[src/hw/rtl/tog_pkg.sv]
`default_nettype none

package tog_pkg;

  // Register and position widths fixed by the register map
  localparam int CFG_W = 7;
  localparam int POS_W = 6;
  localparam int CFG_IDX_W = 2;

  // Largest tile edge and tile row count
  localparam logic [CFG_W-1:0] SIZE_MAX = CFG_W'(64);

  // Default line store depth
  localparam int MAX_TILES_ACROSS_DEF = 64;

  // Register reset values
  localparam logic [CFG_W-1:0] TILE_SIZE_RST    = CFG_W'(30);
  localparam logic [CFG_W-1:0] TILES_ACROSS_RST = CFG_W'(32);
  localparam logic [CFG_W-1:0] TILES_DOWN_RST   = CFG_W'(32);
  localparam logic [CFG_W-1:0] CORNER_SIZE_RST  = CFG_W'(3);

  // Register indexes
  typedef enum logic [CFG_IDX_W-1:0] {
    REG_TILE_SIZE,
    REG_TILES_ACROSS,
    REG_TILES_DOWN,
    REG_CORNER_SIZE
  } cfg_reg_e;

  // Register file contents
  typedef struct packed {
    logic [CFG_W-1:0] tile_size;
    logic [CFG_W-1:0] tiles_across;
    logic [CFG_W-1:0] tiles_down;
    logic [CFG_W-1:0] corner_size;
  } cfg_t;

  // Per-pixel tile position status from the raster counters
  typedef struct packed {
    logic             first;     // first pixel of the tile
    logic             tile_end;  // last pixel of the tile
    logic             grid_end;  // last tile of the image
    logic             masked;    // tile lies in a corner square
    logic [POS_W-1:0] row;
  } tile_info_t;

  // Map 0 to 1 and cap at the largest size
  function automatic logic [CFG_W-1:0] clamp_size(input logic [CFG_W-1:0] v);
    logic [CFG_W-1:0] r;
    if (v == '0) begin
      r = CFG_W'(1);
    end else if (v > SIZE_MAX) begin
      r = SIZE_MAX;
    end else begin
      r = v;
    end
    return r;
  endfunction

endpackage

`default_nettype wire

[src/hw/rtl/tile_occupancy_grid.sv]
`default_nettype none

// Channel   Direction  Handshake                      Payload
// pixel     in         pixel_valid_i / pixel_ready_o  pixel_set_i
// tile      out        tile_valid_o / tile_ready_i    tile_flag_o, tile_col_o, tile_row_o,
//                                                     grid_end_o
// config    in         cfg_we_i (no wait)             cfg_idx_i, cfg_data_i
//
// One pixel per cycle unless a stalled tile output holds the work stage. A pixel
// is registered with its line store read, and its tile result is loaded into the
// output register when the work stage moves on.
// The line store read-modify-write is covered by a write-to-read bypass.
// Reset zeroes the raster position and line store valid bits, loads register defaults.
// A stalled tile output holds only the pixel that ends the next tile.

module tile_occupancy_grid import tog_pkg::*; #(
  parameter int MaxTilesAcross = MAX_TILES_ACROSS_DEF
) (
  input  wire logic                 clk_i,
  input  wire logic                 rst_ni,
  input  wire logic                 cfg_we_i,
  input  wire logic [CFG_IDX_W-1:0] cfg_idx_i,
  input  wire logic [CFG_W-1:0]     cfg_data_i,
  input  wire logic                 pixel_valid_i,
  output logic                      pixel_ready_o,
  input  wire logic                 pixel_set_i,
  output logic                      tile_valid_o,
  input  wire logic                 tile_ready_i,
  output logic                      tile_flag_o,
  output logic [POS_W-1:0]          tile_col_o,
  output logic [POS_W-1:0]          tile_row_o,
  output logic                      grid_end_o
);

  localparam int ColW = (MaxTilesAcross > 1) ? $clog2(MaxTilesAcross) : 1;

  cfg_t             cfg_q;
  logic [ColW-1:0]  col;
  tile_info_t       info;
  logic             accept;

  logic             s1_valid_q;
  logic             s1_pix_q;
  logic [ColW-1:0]  s1_col_q;
  tile_info_t       s1_info_q;
  logic             s1_move;
  logic [1:0]       rd_data;
  logic [1:0]       seen;

  logic             out_valid_q;
  logic             out_flag_q;
  logic [POS_W-1:0] out_col_q;
  logic [POS_W-1:0] out_row_q;
  logic             out_end_q;

  // Configuration registers
  always_ff @(posedge clk_i or negedge rst_ni) begin
    if (!rst_ni) begin
      cfg_q.tile_size    <= TILE_SIZE_RST;
      cfg_q.tiles_across <= TILES_ACROSS_RST;
      cfg_q.tiles_down   <= TILES_DOWN_RST;
      cfg_q.corner_size  <= CORNER_SIZE_RST;
    end else if (cfg_we_i) begin
      unique case (cfg_reg_e'(cfg_idx_i))
        REG_TILE_SIZE:    cfg_q.tile_size    <= cfg_data_i;
        REG_TILES_ACROSS: cfg_q.tiles_across <= cfg_data_i;
        REG_TILES_DOWN:   cfg_q.tiles_down   <= cfg_data_i;
        REG_CORNER_SIZE:  cfg_q.corner_size  <= cfg_data_i;
        default: ;
      endcase
    end
  end

  // Handshake: the work stage stalls only on a tile result facing a full output
  assign s1_move       = s1_valid_q && (!s1_info_q.tile_end || !out_valid_q || tile_ready_i);
  assign pixel_ready_o = !s1_valid_q || s1_move;
  assign accept        = pixel_valid_i && pixel_ready_o;

  tog_raster #(
    .MaxTilesAcross(MaxTilesAcross),
    .ColW          (ColW)
  ) u_raster (
    .clk_i (clk_i),
    .rst_ni(rst_ni),
    .cfg_i (cfg_q),
    .adv_i (accept),
    .col_o (col),
    .info_o(info)
  );

  tog_line_store #(
    .Depth(MaxTilesAcross),
    .AddrW(ColW)
  ) u_line_store (
    .clk_i    (clk_i),
    .rst_ni   (rst_ni),
    .rd_en_i  (accept),
    .rd_addr_i(col),
    .wr_en_i  (s1_move),
    .wr_addr_i(s1_col_q),
    .wr_data_i(seen),
    .rd_data_o(rd_data)
  );

  // Work stage: hold the accepted pixel with its position
  always_ff @(posedge clk_i or negedge rst_ni) begin
    if (!rst_ni) begin
      s1_valid_q <= 1'b0;
    end else if (accept) begin
      s1_valid_q <= 1'b1;
    end else if (s1_move) begin
      s1_valid_q <= 1'b0;
    end
  end

  always_ff @(posedge clk_i) begin
    if (accept) begin
      s1_pix_q  <= pixel_set_i;
      s1_col_q  <= col;
      s1_info_q <= info;
    end
  end

  // Merge the pixel into the seen values; a tile's first pixel starts fresh
  assign seen = (s1_info_q.first ? 2'b00 : rd_data) | (s1_pix_q ? 2'b10 : 2'b01);

  // Output register
  always_ff @(posedge clk_i or negedge rst_ni) begin
    if (!rst_ni) begin
      out_valid_q <= 1'b0;
    end else if (s1_move && s1_info_q.tile_end) begin
      out_valid_q <= 1'b1;
    end else if (tile_ready_i) begin
      out_valid_q <= 1'b0;
    end
  end

  always_ff @(posedge clk_i) begin
    if (s1_move && s1_info_q.tile_end) begin
      out_flag_q <= (seen == 2'b11) && !s1_info_q.masked;
      out_col_q  <= POS_W'(s1_col_q);
      out_row_q  <= s1_info_q.row;
      out_end_q  <= s1_info_q.grid_end;
    end
  end

  assign tile_valid_o = out_valid_q;
  assign tile_flag_o  = out_flag_q;
  assign tile_col_o   = out_col_q;
  assign tile_row_o   = out_row_q;
  assign grid_end_o   = out_end_q;

endmodule

`default_nettype wire

[src/hw/rtl/tog_raster.sv]
`default_nettype none

module tog_raster import tog_pkg::*; #(
  parameter int MaxTilesAcross = MAX_TILES_ACROSS_DEF,
  parameter int ColW = 6
) (
  input  wire logic            clk_i,
  input  wire logic            rst_ni,
  input  wire cfg_t            cfg_i,
  input  wire logic            adv_i,
  output logic [ColW-1:0]      col_o,
  output tile_info_t           info_o
);

  localparam int CmpW = (ColW + 1 > 8) ? ColW + 1 : 8;
  localparam int RowCmpW = CFG_W + 1;

  logic [POS_W-1:0] pix_q, pix_d;
  logic [POS_W-1:0] line_q, line_d;
  logic [POS_W-1:0] row_q, row_d;
  logic [ColW-1:0]  col_q, col_d;

  logic [CFG_W-1:0] ts, h;
  logic [CmpW-1:0]  w, ta_ext, col_ext, cs_col;
  logic [RowCmpW-1:0] row_ext, cs_row, h_ext;
  logic px_last, line_last, col_last, row_last;
  logic col_band, row_band;

  // Clamp the configured sizes
  always_comb begin
    ts = clamp_size(cfg_i.tile_size);
    h  = clamp_size(cfg_i.tiles_down);
    ta_ext = CmpW'(cfg_i.tiles_across);
    if (ta_ext == '0) begin
      w = CmpW'(1);
    end else if (ta_ext > CmpW'(MaxTilesAcross)) begin
      w = CmpW'(MaxTilesAcross);
    end else begin
      w = ta_ext;
    end
  end

  // Last-position flags; a counter at or past its limit counts as last
  assign col_ext   = CmpW'(col_q);
  assign px_last   = (CFG_W'(pix_q) + CFG_W'(1)) >= ts;
  assign line_last = (CFG_W'(line_q) + CFG_W'(1)) >= ts;
  assign row_last  = (CFG_W'(row_q) + CFG_W'(1)) >= h;
  assign col_last  = (col_ext + CmpW'(1)) >= w;

  // Corner squares along each axis
  assign cs_col   = CmpW'(cfg_i.corner_size);
  assign row_ext  = RowCmpW'(row_q);
  assign cs_row   = RowCmpW'(cfg_i.corner_size);
  assign h_ext    = RowCmpW'(h);
  assign col_band = (col_ext < cs_col) || ((col_ext + cs_col) >= w);
  assign row_band = (row_ext < cs_row) || ((row_ext + cs_row) >= h_ext);

  // Advance the raster position, pixel then column then line then row
  always_comb begin
    pix_d  = pix_q;
    col_d  = col_q;
    line_d = line_q;
    row_d  = row_q;
    if (!px_last) begin
      pix_d = pix_q + POS_W'(1);
    end else begin
      pix_d = '0;
      if (!col_last) begin
        col_d = col_q + ColW'(1);
      end else begin
        col_d = '0;
        if (!line_last) begin
          line_d = line_q + POS_W'(1);
        end else begin
          line_d = '0;
          row_d  = row_last ? '0 : row_q + POS_W'(1);
        end
      end
    end
  end

  always_ff @(posedge clk_i or negedge rst_ni) begin
    if (!rst_ni) begin
      pix_q  <= '0;
      col_q  <= '0;
      line_q <= '0;
      row_q  <= '0;
    end else if (adv_i) begin
      pix_q  <= pix_d;
      col_q  <= col_d;
      line_q <= line_d;
      row_q  <= row_d;
    end
  end

  assign col_o            = col_q;
  assign info_o.first     = (pix_q == '0) && (line_q == '0);
  assign info_o.tile_end  = px_last && line_last;
  assign info_o.grid_end  = col_last && row_last;
  assign info_o.masked    = col_band && row_band;
  assign info_o.row       = row_q;

endmodule

`default_nettype wire

[src/hw/rtl/tog_line_store.sv]
`default_nettype none

module tog_line_store import tog_pkg::*; #(
  parameter int Depth = MAX_TILES_ACROSS_DEF,
  parameter int AddrW = 6
) (
  input  wire logic             clk_i,
  input  wire logic             rst_ni,
  input  wire logic             rd_en_i,
  input  wire logic [AddrW-1:0] rd_addr_i,
  input  wire logic             wr_en_i,
  input  wire logic [AddrW-1:0] wr_addr_i,
  input  wire logic [1:0]       wr_data_i,
  output logic [1:0]            rd_data_o
);

  logic [1:0]       mem [Depth];
  logic [Depth-1:0] valid_q;
  logic [1:0]       mem_rd_q;
  logic             vld_rd_q;
  logic             byp_q;
  logic [1:0]       byp_data_q;

  // Write port
  always_ff @(posedge clk_i) begin
    if (wr_en_i) begin
      mem[wr_addr_i] <= wr_data_i;
    end
  end

  // Read port
  always_ff @(posedge clk_i) begin
    if (rd_en_i) begin
      mem_rd_q <= mem[rd_addr_i];
    end
  end

  // Entries read as zero until first written
  always_ff @(posedge clk_i or negedge rst_ni) begin
    if (!rst_ni) begin
      valid_q <= '0;
    end else if (wr_en_i) begin
      valid_q[wr_addr_i] <= 1'b1;
    end
  end

  // Capture valid and forward a write to the same entry in the same cycle
  always_ff @(posedge clk_i) begin
    if (rd_en_i) begin
      vld_rd_q   <= valid_q[rd_addr_i];
      byp_q      <= wr_en_i && (wr_addr_i == rd_addr_i);
      byp_data_q <= wr_data_i;
    end
  end

  assign rd_data_o = byp_q ? byp_data_q : (vld_rd_q ? mem_rd_q : 2'b00);

endmodule

`default_nettype wire

[config.mk]
export PLATFORM = sky130hd
export DESIGN_NAME = tile_occupancy_grid
export DESIGN_NICKNAME = d
export VERILOG_FILES = /design/src/hw/rtl/tog_pkg.sv /design/src/hw/rtl/tile_occupancy_grid.sv /design/src/hw/rtl/tog_raster.sv /design/src/hw/rtl/tog_line_store.sv
export SDC_FILE = /design/constraint.sdc
export NUM_CORES = 1
export LEC_CHECK = 0
export BUFFER_PORTS_ARGS = -buffer_cell sky130_fd_sc_hd__buf_2
export CAP_MARGIN = 10
export CELL_PAD_IN_SITES_DETAIL_PLACEMENT = 0
export CELL_PAD_IN_SITES_GLOBAL_PLACEMENT = 1
export CORE_MARGIN = 4
export CORE_UTILIZATION = 45
export DETAILED_ROUTE_END_ITERATION = 7
export PLACE_DENSITY_LB_ADDON = 0.1
export REMOVE_ABC_BUFFERS = 1
export SETUP_SLACK_MARGIN = 0.15
export SYNTH_ARGS = -nofsm -noshare
export SYNTH_HDL_FRONTEND = slang
export SYNTH_HIERARCHICAL = 1
export SYNTH_SLANG_ARGS = --single-unit
[constraint.sdc]
create_clock -name clk_i -period 4 [get_ports clk_i]
set_clock_uncertainty 0.05 [all_clocks]
set_input_delay 0.2 -clock clk_i [delete_from_list [all_inputs] [get_ports clk_i]]
set_output_delay 0.2 -clock clk_i [all_outputs]
set_load 0.02 [all_outputs]
==> results.ini, run 1 <==
[worst_hold_path]
timing.hold.worst.class=in2reg
hold_start=cfg_idx_i[0]
hold-path-cell-count=3
hold_end=cfg_q[24]

[final_layout]
num-nets-final=1132
n_fill_cell=2519
register_area_um2=7920
utilization_pct=51.9
most-common-layout-cells=edfxtp_1 (165), dfrtp_1 (107), nor2_1 (89), ha_1 (72), or2_2 (67)
mostFrequentLayoutCell=edfxtp_1
n_antenna_cell=0
post_route_cells_drive_above_1_share_pct=24.7
area.growth.synth_to_final_pct=12.9
multi_input_area_um2=5160

[clocking]
root_buffer=clkbuf_16
tritoncts=done
cts_setup_buffers=0
cts_num_sinks=283
number_of_clock_buffers_inserted_by_tritoncts=31
cts_buffer_depth=3
cts_repair_resize_count=0
cts_max_level=1
worst_setup_hold_path_clk_slew_ps=60
clock_insertion_delay_worst_skew_ps=550
post_cts_hold_buffer_count=12

[drt]
remaining_drc_errors=0
routed-via-count=7799
route.final.wire_length_mm=30.1
via_per_inst=5.37
final_antenna_net_count=0
wire_per_inst_um=20.7
detailedRoute.firstIterationViolations=503
drtPass1Iterations=5

[timing]
setup_viol_count_final=0
clock.fmax_mhz=324
grt_setup_unrepaired=false
max_slew.worst_pin.slew_ps=1140
timing.final.max_slew_violations=0
timing.slew.headroom_pct=24.2
timing_hold_violations_final=0
timing.final.crit_period_ps=3090
finalCritPeriodShare_pct=77.2

[logic_synthesis]
synth_seq_cells=283
synth-edff-count=165
portion_of_synthesized_cell_area_occupied_by_the_leading_cell_type_pct=37.1
ys_async_sr_fraction_pct=41.7
synth.cell_area_um2=13300
yosys-top-cells-area=edfxtp_1 (37%), dfrtp_1 (21%), mux4_2 (7.9%), ha_1 (6.8%), or2_2 (3.1%)
synth-warning-count=6
syn_inst=984
yosysUniqueCellTypes=62
ys_seq_area_share_pct=59.3
synthesis.area_per_instance_um2=13.6
post-synth-top-area-cell=edfxtp_1
yosys_most_used_dff=edfxtp_1

[power]
power_frac_clock_pct=28.8
power.share.switching_pct=31.2
power.switching_uw=2980
power_total_uw=9570
comb_power_share_pct=29.3
p_leak_uw=0.00591
intPower_uw=6590
ir_worst_vdd_uv=410
powerDensity_nw_per_um2=635
power_frac_seq_pct=41.9

[critical_path]
critical_path.startpoint=u_raster/col_o[0]
r2r_setup_slack_ps=910
critical_path.reg2reg.endpoint=u_raster/row_q[2]
setup_cp_type=reg2reg
worst_path_max_stage_delay_ps=480
critPathCaptureType=register
crit_path_start_kind=register
highest_fanout_seen_on_the_critical_path=23
cp_cell_sequence=buf_4, ha_1, nand3_1, xnor2_1, ha_1, nand4_1, o21ai_1, o211ai_1, buf_4, or3_1, o21ai_1
timing.reg2reg.worst_path_depth=11
cp_top_family=adder cells
cp.arrival_ps=3510
crit_buf_inv=2
worstPathRequired_ps=4420
rr_startpoint=u_raster/col_o[0]
critical_path_top_delay_cell=dfrtp_4

[die]
num_io_pins=31
design.die.area_um2=32500
dieWidth_um=180
fp.coreArea_um2=29000
fp-row-count=62
die_h_um=180
initial_core_utilization_pct=46.0

[global_routing]
antenna_violations_before_repair=0
grt_first_pass_wirelength_mm=48.0
first_global_vias=8165
grt_remaining_overflow=0
maximum_number_of_pins_on_one_net_before_global_route_repair=66
globalRouteTotalUtil_pct=18.7

[placed_design]
dp_hpwl_mm=20.3
finalWeightedCongestion=0.770
portBuffers=30

[status]
status=complete, no violations

[job]
maxCapViolCount=0

## area by class of cell
| cell class | instances | area share (%) |
|---|---|---|
| Clock buffer | 42 | 5.90 |
| Clock inverter | 15 | 0.697 |
| Inverter | 35 | 0.872 |
| Multi-Input combinational cell | 636 | 34.3 |
| Sequential cell | 283 | 52.6 |
| Tap cell | 384 | 3.19 |
| Timing Repair Buffer | 56 | 2.51 |
## sequential cells by signal, summed over array words and instances (netlist names), 2 cells and up
signal / flops
cfg_q: 28
s1_col_q: 6
s1_info_q: 10
tile_col_o: 6
tile_row_o: 6
u_line_store/byp_data_q: 2
u_line_store/mem: 128
u_line_store/mem_rd_q: 2
u_line_store/valid_q: 64
u_raster/col_o: 6
u_raster/line_q: 6
u_raster/pix_q: 6
u_raster/row_q: 6
## synth_stat cells, drive strengths merged, types with 3 or more instances
cell type  instances
buf               13
ha                72
nand3b             5
clkbuf            17
xor2              14
mux2              30
nand3             29
o21bai             4
a31oi              6
a211oi             3
a21oi             26
and3               3
nand2b            20
dfrtp            110
dfstp              8
o221ai             5
nand2             60
nor3              12
o21ai             40
o31ai              4
nor2b             13
or2               67
o22ai              5
nor4               5
mux2i              9
nor2              90
edfxtp           165
mux4              47
inv               35
or3                3
a21o              11
xnor2             18
a22oi              3
nand4              7
## per-layer routing
| metal | global-route usage (%) | vias up | share of wire, % |
|---|---|---|---|
| met5 | 0 | - | 0 |
| met4 | 3.78 | 0 | 1.6 |
| met3 | 2.24 | 37 | 3.7 |
| met2 | 32.4 | 134 | 50 |
| met1 | 25.7 | 3897 | 45 |
| li1 | - | 3731 | - |
## metrics by stage
step	hold slack, ps	cells	instance area [um^2]	setup TNS [ps]	setup WS, ps
finish	82.8	1451	15100	0	913
global route	82.1	1451	15100	0	647
CTS	48.0	1451	15100	0	917
detailed placement	324	1382	14000	0	939
global placement	315	1382	14000	0	942
floorplan	-146	954	13200	-7580	-690
## tightest hold or removal path: stages
cell     delay (ps)
buf_2           140
nor3b_4          90
mux2_2          220
## worst max path at each step
stage,to,slack [ps],cells after the start
2_1_floorplan,u_raster/row_q[2],-690,10
3_3_place_gp,u_line_store/mem_rd_q[1],940,6
5_1_grt,u_raster/row_q[2],650,11
4_1_cts,u_raster/row_q[2],920,11
6_report,u_raster/row_q[2],910,11
3_5_place_dp,u_line_store/mem_rd_q[1],940,6
## kinds of logic (layout without fill, tap and decap cells)
kind of cell | after synthesis | in the layout | synth area share [%]
buf+inv | 65 | 148 | 2.10
fa+ha+maj | 74 | 74 | 7.05
xor+xnor | 32 | 32 | 2.10
compound gates | 122 | 122 | 5.95
flops | 283 | 283 | 59.3
simple gates | 322 | 322 | 12.3
mux | 86 | 86 | 11.1
## power groups by stage
stage	Combinational [uW]	Clock, uW	Sequential [uW]
2_1_floorplan	1910	0	4130
3_3_place_gp	2810	0	4060
3_5_place_dp	2850	0	4060
4_1_cts	2860	2830	4010
5_1_grt	3150	2950	4070
6_report	2810	2750	4010
Power figures use the tool's default switching activity.
==> run 2: changes to the inputs <==
Clock period 4 ns to 3.02 ns, I/O delays scaled along.
==> run 2 against run 1 <==
  * Power grew 35%
  * Die area is the same
  * Register-to-register slack lost 640 ps
  * Core utilization grew 0.86 points
  * Cell area grew 1.7%
  * Via count grew 2.6%
  * Worst setup slack lost 640 ps
  * Non-clock buffer count grew 17
  * Worst hold slack lost 43 ps
  * Critical endpoint is now s1_info_q[6]
  * Sequential cell count is the same
  * Cell count grew 1.1%
==> results.ini, run 2 (synthesis gave the netlist of run 1 again) <==
[status]
status=complete, no violations

[critical_path]
timing.reg2reg.worst_path_depth=12
setup_cp_type=reg2reg
crit_path_start_kind=register
highest_fanout_seen_on_the_critical_path=2
cp.arrival_ps=2980
critical_path.reg2reg.endpoint=s1_info_q[6]
rr_startpoint=cfg_q[1]
critPathCaptureType=register
worstPathRequired_ps=3260
r2r_setup_slack_ps=270

[drt]
drtPass1Iterations=7
route.final.wire_length_mm=30.2
remaining_drc_errors=0
final_antenna_net_count=0
detailedRoute.firstIterationViolations=494
via_per_inst=5.45
wire_per_inst_um=20.6
routed-via-count=8000

[die]
fp-row-count=62
die_h_um=180
num_io_pins=31
fp.coreArea_um2=29000
design.die.area_um2=32500
initial_core_utilization_pct=46.0
dieWidth_um=180

[clocking]
tritoncts=done
root_buffer=clkbuf_16
clock_insertion_delay_worst_skew_ps=550
worst_setup_hold_path_clk_slew_ps=60
number_of_clock_buffers_inserted_by_tritoncts=30
cts_max_level=1
cts_buffer_depth=3
cts_num_sinks=283

[timing]
timing.slew.headroom_pct=39.3
max_slew.worst_pin.slew_ps=907
setup_viol_count_final=0
timing_hold_violations_final=0
timing.final.crit_period_ps=2750
timing.final.max_slew_violations=0
grt_setup_unrepaired=true
clock.fmax_mhz=364
finalCritPeriodShare_pct=90.9
fin_tns_setup_ps=0

[final_layout]
largest_register_ff_count=128
mostFrequentLayoutCell=edfxtp_1
reg.largest.list=u_line_store/mem x128, u_line_store/valid_q x64, cfg_q x28
post_route_cells_drive_above_1_share_pct=27.2
most-common-layout-cells=edfxtp_1 (165), dfrtp_1 (102), nor2_1 (88), ha_1 (68), or2_2 (67)
area.growth.synth_to_final_pct=14.8
num-nets-final=1148
max_flop_register=u_line_store/mem
n_antenna_cell=0
post-route-cell-area_um2=15300
n_fill_cell=2512

[job]
maxCapViolCount=0

[global_routing]
globalRouteTotalUtil_pct=18.6
maximum_number_of_pins_on_one_net_before_global_route_repair=51
antenna_violations_before_repair=0
grt_first_pass_wirelength_mm=47.8
grt_remaining_overflow=0
first_global_vias=8232

[placed_design]
dp_hpwl_mm=20.8
portBuffers=30
placed_cell_area_um2=14100
finalWeightedCongestion=0.813

[worst_hold_path]
timing.hold.worst.class=in2reg
hold-path-cell-count=3
hold_end=cfg_q[22]
hold_start=cfg_idx_i[1]

[power]
p_leak_uw=0.00601
ir_worst_vdd_uv=484
powerDensity_nw_per_um2=846

-- run 2: cell count changes in the layout (fill, tap and decap cells not counted), sizes merged --
cell | previous run | this run
clkbuf | 42 | 40
bufinv | 1 | 4
clkinv | 10 | 9
buf | 44 | 61
inv | 35 | 36
clkinvlp | 4 | 2
-- run 2: routing by layer --
| layer | global-route usage [%] | wire length (um) | up-vias | share of wire (%) |
|---|---|---|---|---|
| met3 | 3.33 | 1360 | 37 | 4.5 |
| met5 | 0 | 0 | - | 0 |
| met4 | 3.84 | 467 | 0 | 1.5 |
| met2 | 30.8 | 14700 | 170 | 49 |
| met1 | 26.0 | 13700 | 4023 | 45 |
| li1 | - | - | 3770 | - |
-- run 2: what timing repair did --
| action | 4_1_cts | 5_1_grt |
|---|---|---|
| hold buffers | 12 | 0 |
| gates resized for setup | 1 | 19 |
| setup endpoints to repair | 1 | 7 |
| buffers inserted | 0 | 4 |
| pin swaps | 1 | 8 |
| hold endpoints to repair | 74 | 0 |
-- run 2: critical path, stage by stage (launching register included) --
cell,delay (ps)
dfstp_2,530
inv_1,80
ha_1,310
inv_1,60
a21oi_1,50
o21a_1,190
o21bai_1,160
a21oi_2,80
xor2_1,150
ha_1,290
a21o_1,190
a211oi_2,230
a32oi_1,120
-- run 2: cell type report --
type	instances	area [um^2]	share of cell area [%]
Sequential cell	283	7930	51.8
Clock buffer	40	830	5.41
Inverter	35	131	0.858
Tap cell	384	480	3.14
Clock inverter	16	191	1.25
Timing Repair Buffer	73	542	3.54
Multi-Input combinational cell	636	5220	34.0
-- run 2: where the power goes --
part | internal (uW) | switching [uW] | total, uW
Combinational | 1870 | 2030 | 3900
Sequential | 4840 | 439 | 5280
Clock | 2270 | 1510 | 3780
Total | 8980 | 3980 | 13000
-- run 2: worst max-delay path by stage --
stage	slack, ps	start	endpoint	depth (start not counted)
after global placement	160	u_raster/col_o[0]	s1_info_q[6]	12
after CTS	200	u_raster/row_q[1]	u_raster/row_q[0]	10
after floorplan	-1670	u_raster/col_o[0]	u_raster/row_q[2]	10
after global routing	110	u_raster/col_o[0]	s1_info_q[6]	12
final	270	cfg_q[1]	s1_info_q[6]	12
after detailed placement	110	u_raster/col_o[0]	s1_info_q[6]	12
-- run 2: through the flow --
| stage | util (%) | hold WS (ps) | power, uW | std cells | setup WS [ps] |
|---|---|---|---|---|---|
| floorplan | - | -195 | 8000 | 954 | -1670 |
| global placement | 48.5 | 183 | 9170 | 1395 | 161 |
| detailed placement | 48.5 | 180 | 9210 | 1395 | 108 |
| CTS | 52.5 | 13.4 | 13000 | 1463 | 196 |
| global route | 52.8 | 29.9 | 13800 | 1467 | 114 |
| finish | 52.8 | 39.5 | 13000 | 1467 | 274 |
